`config.mk`:
```
export PLATFORM = sky130hd
export DESIGN_NAME = pca_ctrl
export DESIGN_NICKNAME = d
export VERILOG_FILES = /design/src/rtl/pca_pkg.sv /design/src/rtl/pca_ctrl.sv
export SDC_FILE = /design/constraint.sdc
export NUM_CORES = 1
export LEC_CHECK = 0
export BUFFER_PORTS_ARGS = -buffer_cell sky130_fd_sc_hd__buf_2
export CELL_PAD_IN_SITES_DETAIL_PLACEMENT = 0
export CELL_PAD_IN_SITES_GLOBAL_PLACEMENT = 1
export CORE_AREA = 10 10 47 49
export DETAILED_ROUTE_END_ITERATION = 6
export DIE_AREA = 0 0 57 59
export GPL_TIMING_DRIVEN = 0
export PLACE_DENSITY = 0.49
export SYNTH_ARGS = -nofsm -noshare
export SYNTH_HDL_FRONTEND = slang
export SYNTH_SLANG_ARGS = --single-unit
export TNS_END_PERCENT = 50
```
`constraint.sdc`:
```
create_clock -name clock -period 2.25 [get_ports clock]
set_input_delay 0.1125 -clock clock [delete_from_list [all_inputs] [get_ports clock]]
set_output_delay 0.1125 -clock clock [all_outputs]
set_load 0.05 [all_outputs]
```
`src/rtl/pca_pkg.sv`:
```
// Shared types, codes and arithmetic helpers of the polarization cross-product accumulator.
// Used by pca_ctrl, pca_datapath and pol_cross_product_accumulator_top. No dependencies.
package pca_pkg;

   localparam int ACT_W    = 3;
   localparam int STAT_W   = 2;
   localparam int COORD_W  = 4;
   localparam int POL_W    = 2;
   localparam int IN_W     = 24;
   localparam int ACC_W    = 32;
   localparam int NPOL_W   = 3;
   localparam int NPOL_RST = 4;

   localparam int REQ_TDATA_W = 112;
   localparam int RSP_TDATA_W = 136;

   localparam logic [ACT_W-1:0] ACT_ADD_BOTH  = 3'd0;
   localparam logic [ACT_W-1:0] ACT_ADD_MODEL = 3'd1;
   localparam logic [ACT_W-1:0] ACT_ADD_MEAS  = 3'd2;
   localparam logic [ACT_W-1:0] ACT_READ      = 3'd3;
   localparam logic [ACT_W-1:0] ACT_CLEAR     = 3'd4;

   localparam logic [STAT_W-1:0] ST_OK      = 2'd0;
   localparam logic [STAT_W-1:0] ST_BAD_POL = 2'd1;
   localparam logic [STAT_W-1:0] ST_ORDER   = 2'd2;

   typedef struct packed {
      logic latch;
      logic rd_en;
      logic commit;
      logic clr_step;
   } pca_cmd_type;

   typedef struct packed {
      logic out_free;
      logic clr_last;
   } pca_stat_type;

   // hi*(hi-1)/2 for the cross-hand slot offset
   function automatic logic [2:0] tri_offset(input logic [POL_W-1:0] hi);
      logic [2:0] r;
      case (hi)
         2'd2:    r = 3'd1;
         2'd3:    r = 3'd3;
         default: r = 3'd0;
      endcase
      return r;
   endfunction

   function automatic logic [ACC_W-1:0] sat_add(input logic [ACC_W-1:0] a,
                                               input logic [IN_W-1:0] b);
      logic [ACC_W:0] s;
      s = {a[ACC_W-1], a} + {{(ACC_W+1-IN_W){b[IN_W-1]}}, b};
      if (s[ACC_W] != s[ACC_W-1])
         return s[ACC_W] ? {1'b1, {(ACC_W-1){1'b0}}} : {1'b0, {(ACC_W-1){1'b1}}};
      return s[ACC_W-1:0];
   endfunction

   function automatic logic [ACC_W-1:0] neg_sat(input logic [ACC_W-1:0] a);
      if (a == {1'b1, {(ACC_W-1){1'b0}}})
         return {1'b0, {(ACC_W-1){1'b1}}};
      return ACC_W'(-a);
   endfunction

endpackage

```
`src/rtl/pca_ctrl.sv`:
```
// Controller of the accumulator: accept, read, write-back/result and clearing sweep.
// Depends on pca_pkg.
module pca_ctrl (
   input  logic                  clock,
   input  logic                  reset,
   input  logic                  req_tvalid,
   input  logic                  req_is_clear,
   output logic                  req_tready,
   input  pca_pkg::pca_stat_type stat,
   output pca_pkg::pca_cmd_type  cmd
);
   localparam logic [1:0] S_IDLE  = 2'd0;
   localparam logic [1:0] S_READ  = 2'd1;
   localparam logic [1:0] S_WRITE = 2'd2;
   localparam logic [1:0] S_CLEAR = 2'd3;

   logic [1:0] state_ff, state_in;
   logic       reply_ff, reply_in;

   always_comb begin
      state_in   = state_ff;
      reply_in   = reply_ff;
      cmd        = '0;
      req_tready = 1'b0;
      unique case (state_ff)
         S_IDLE: begin
            req_tready = 1'b1;
            if (req_tvalid) begin
               cmd.latch = 1'b1;
               if (req_is_clear) begin
                  state_in = S_CLEAR;
                  reply_in = 1'b1;
               end else begin
                  state_in = S_READ;
               end
            end
         end
         S_READ: begin
            cmd.rd_en = 1'b1;
            state_in  = S_WRITE;
         end
         S_WRITE: begin
            if (stat.out_free) begin
               cmd.commit = 1'b1;
               state_in   = S_IDLE;
            end
         end
         S_CLEAR: begin
            cmd.clr_step = 1'b1;
            if (stat.clr_last) begin
               state_in = reply_ff ? S_WRITE : S_IDLE;
               reply_in = 1'b0;
            end
         end
         default: state_in = S_IDLE;
      endcase
   end

   always_ff @(posedge clock) begin
      if (reset) begin
         state_ff <= S_CLEAR;
         reply_ff <= 1'b0;
      end else begin
         state_ff <= state_in;
         reply_ff <= reply_in;
      end
   end

endmodule

```
Yosys cells after proc, flatten, opt, wreduce, memory -nomap -nowiden
Index checks and enable logic that the tools add are counted.

Bits in registers: 3. Input bits: 6. Output and inout bits: 5. Logic and storage cells: 30.

Equality and inequality tests: 7. Muxes and demuxes: 17. Reductions and logical operators: 4.

Operator list (count): two-way mux 1 bit (10); two-way mux 2 bit (5); != test 2 bit, second input constant (4); one-hot mux 2 bit (4 select lines) (1); == test 2 bit, second input constant (2); AND reduction 4 bit (1); AND reduction 3 bit (1); == test 2 x 1 -> 1 bit, second input constant (1); zero test 2 bit (1); one-hot mux 1 bit (2 select lines) (1); nonzero test 2 bit (1).

Depth between registers and ports, before layout
Word-level depth: 3. Mapped depth: 3. Depth with buffers taken out: 3.

Worst setup path before layout
OpenSTA, ideal clock, no wires.

Kind: reg2out. Start: register state_ff[1]. End: output cmd[1] in the netlist's numbering. Arrival: 1.539 ns. Required time: 2.138 ns. Setup slack: 0.598 ns. Stages on the path, launching flop included: 3. Buffers on the path: 0. Cell sequence: dfxtp_1 inv_1 nor3_1.

RTL lines: from (decl) (RTL line pca_ctrl.sv:17) `logic [1:0] state_ff, state_in;`; from (signal assigned) (RTL line pca_ctrl.sv:64) `state_ff <= state_in;`; to (decl) (RTL line pca_ctrl.sv:10) `output pca_pkg::pca_cmd_type cmd`.

==> run summary <==
* Setup CP Type: reg2out
* total DRC errors in the routed layout: 0
* crit path launch type: register
* dominant cells by area after synthesis: sky130_fd_sc_hd__dfxtp_1 39%, sky130_fd_sc_hd__a211oi_2 8.1%, sky130_fd_sc_hd__nor3b_2 8.1%
* number of gates resized after CTS: 0
* area grow syn2layout: 62.1%
* outcome: finished, final reports clean
* floorplan die width: 57 um
* number of antenna repair diodes: 0
* switching share of total power: 35.6%
* total grt overflow: 0
* area enclosed by the die boundary: 3360 um2
* ratio of total power to cell area: 875 nW/um2
* pins over their slew limit: 0
* vias in the first global route: 186
* detailed-router iteration count before antenna repair: 2
* deepest level of the CTS H-tree: 1
* Yosys top cell by area: sky130_fd_sc_hd__dfxtp_1
* detail-routed net length per standard cell: 10.7 um
* number of buffers added by the clock tree synthesis step: 3
* Hold Crit Class: in2reg
* max-slew headroom at the worst pin: 83.2%
* Synth Warn #: 0
* worst-case vdd ir drop: 0.261 mV
* kind of capture point of the worst setup path: output port
* Final ANT Viol Nets: 0
* CTS clk-pin slew, worst paths: 0.04 ns
* total routing resource utilization after global routing: 3.32%
* critical path capture point: cmd[1]
* detailed-route via count: 184
* Fmax: 0.769 GHz
* final RePlAce weighted congestion: 0.698
* launching instance or port of the critical path: state_ff[1]$_SDFFE_PP1P_
* vertical die dimension: 59 um
* maximum number of pins on one net before global-route repair: 8
* antenna violations before repair: 0
* reported leakage power: 0.000125 uW
* total length of routed met2 wires: 131 um
* crit-path max FO: 5
* Tmin final: 1.30 ns
* clock buffer depth: 2
* Worst-Skew Late Latency: 0.23 ns
* placeable core region: 1400 um2
* Worst Max-Slew Pin Slew: 0.254 ns
* final clock skew: 0.00200 ns
* Initial Utilization: 11.1%
* number of buffers inserted for hold repair after clock tree synthesis: 0
* worst endpoint data arrival time: 1.19 ns
* endpoint of the lowest-slack register-to-register path: reply_ff$_SDFFE_PP0P_
* drt first-iter violations: 5
* Rows: 14
* Net Count, Synth: 24
* WL final: 514 um
* detail-routed via count per cell: 3.83
* internal power consumption: 142 uW
* cell depth of the worst hold path: 2
* Tcrit/Tclk final: 57.8%
* count of cell types in the netlist: 14
* max-cap violations: 0
* number of setup violations in the final report: 0
* Synth top area share: 38.7%
* wire length on met1: 301 um
* relative contribution of combinational cells to total power: 28.0%
* post-CTS setup buffers: 0
* # clock sinks: 3
* flop-to-flop setup slack: 1.26 ns
* fraction of power consumed by sequential logic: 29.4%
* depth of the worst register-to-register path: 3
* cell at the root of the clock tree: sky130_fd_sc_hd__clkbuf_4
* post-layout instance count excluding filler cells: 48
* Total Negative Setup Slacks: 0 ns
* # nets final: 39
* area of the mapped netlist: 155 um2
* input/output buffers: 10
* DR top layer: met3
* launch point of the worst reg-to-reg path: state_ff[0]$_SDFFE_PP1P_
* NetSw: 78.3 uW
* share of total power in the clock network: 42.5%
* Final Hold Fails: 0
* wire length of the first global-routing pass: 800 um
* Critical Path RT: 2.14 ns
* unrepaired setup endpoints after global routing: false
* met3 wire length: 80 um
* TritonCTS clock tree: built
* final HPWL from detailed placement: 426 um
* post-placement cell count: 44
* IO Count: 11
* Synth Instances: 18
* sequential element share of the synthesized area: 38.7%
* layout cells sized above 1: 46.9%
* average footprint of a synthesized cell: 8.62 um2
* register bit count reported by yosys: 3
per-stage QoR:
stage          util, %  power (uW)  worst slack (ns)  area [um2]  hold WS [ns]
6_report          17.9         220             0.949         251        0.0770
5_1_grt           17.9         237             0.837         251        0.0652
4_1_cts           17.9         226             0.937         251        0.0661
3_5_place_dp      16.1         128              1.19         225         0.317
3_3_place_gp      16.1         128              1.19         225         0.319
2_1_floorplan        -         110             0.598         155         0.177
critical path: stages, from the launching register on:
cell and delay [ns]:
sky130_fd_sc_hd__dfxtp_1 0.40, sky130_fd_sc_hd__inv_1 0.09, sky130_fd_sc_hd__nor3_1 0.18, sky130_fd_sc_hd__buf_2 0.29
synthesized netlist by cell type (all sizes together):
cell type	number
nor2b	1
nand2	1
nor2	1
dfxtp	3
nor3	1
a211oi	1
a211o	1
inv	3
and2	1
o22ai	1
a21oi	1
a311oi	1
o21ai	1
nor3b	1
layout make-up:
cell class | instances | area (um2)
inverters | 3 | 11.3
repair buffers | 10 | 50.0
flip-flops and latches | 3 | 60.1
multi-input cells | 12 | 83.8
well taps | 16 | 20.0
clock buffers | 4 | 26.3
fillers | 174 | 1150
cells in the final DEF, fill, tap and decap left out:
cell	count
sky130_fd_sc_hd__nor2b_1	1
sky130_fd_sc_hd__o21ai_1	1
sky130_fd_sc_hd__clkbuf_1	1
sky130_fd_sc_hd__a211oi_2	1
sky130_fd_sc_hd__nand2_1	1
sky130_fd_sc_hd__and2_1	1
sky130_fd_sc_hd__clkbuf_4	3
sky130_fd_sc_hd__nor2_1	1
sky130_fd_sc_hd__inv_1	3
sky130_fd_sc_hd__o22ai_1	1
sky130_fd_sc_hd__nor3b_2	1
sky130_fd_sc_hd__a211o_1	1
sky130_fd_sc_hd__a311oi_1	1
sky130_fd_sc_hd__dfxtp_1	3
sky130_fd_sc_hd__buf_2	10
sky130_fd_sc_hd__a21oi_1	1
sky130_fd_sc_hd__nor3_1	1
registers in the layout, indices dropped and copies added (netlist names):
signal,flops
state_ff,2
reply_ff,1
kinds of logic after synthesis:
group	after synthesis	share of synthesized area, %
DFF	3	38.7
and+or+nand+nor	6	24.2
buffers and inverters	3	7.26
AOI/OAI and AO/OA	6	29.8
how the worst min path moves through the flow:
stage,start,end,slack (ns)
global route,reset,reply_ff$_SDFFE_PP0P_,0.07
floorplan,reset,reply_ff$_SDFFE_PP0P_,0.18
CTS,reset,reply_ff$_SDFFE_PP0P_,0.07
finish,reset,reply_ff$_SDFFE_PP0P_,0.08
detailed placement,reset,reply_ff$_SDFFE_PP0P_,0.32
global placement,reset,reply_ff$_SDFFE_PP0P_,0.32
power groups by stage:
stage | registers [uW] | clock network [uW] | logic [uW]
after floorplan | 63.9 | 0 | 45.9
after global placement | 65.5 | 0 | 62.8
after detailed placement | 65.4 | 0 | 62.2
after CTS | 64.6 | 99.4 | 62.4
after global routing | 65.4 | 106 | 65.4
final | 64.7 | 93.6 | 61.7
per-layer routing:
layer	up-vias	track usage (%)
met3	0	3.86
li1	93	-
met5	-	0
met1	80	4.37
met2	11	2.02
met4	0	3.02
Note: power is estimated with default switching activity, not from simulation.
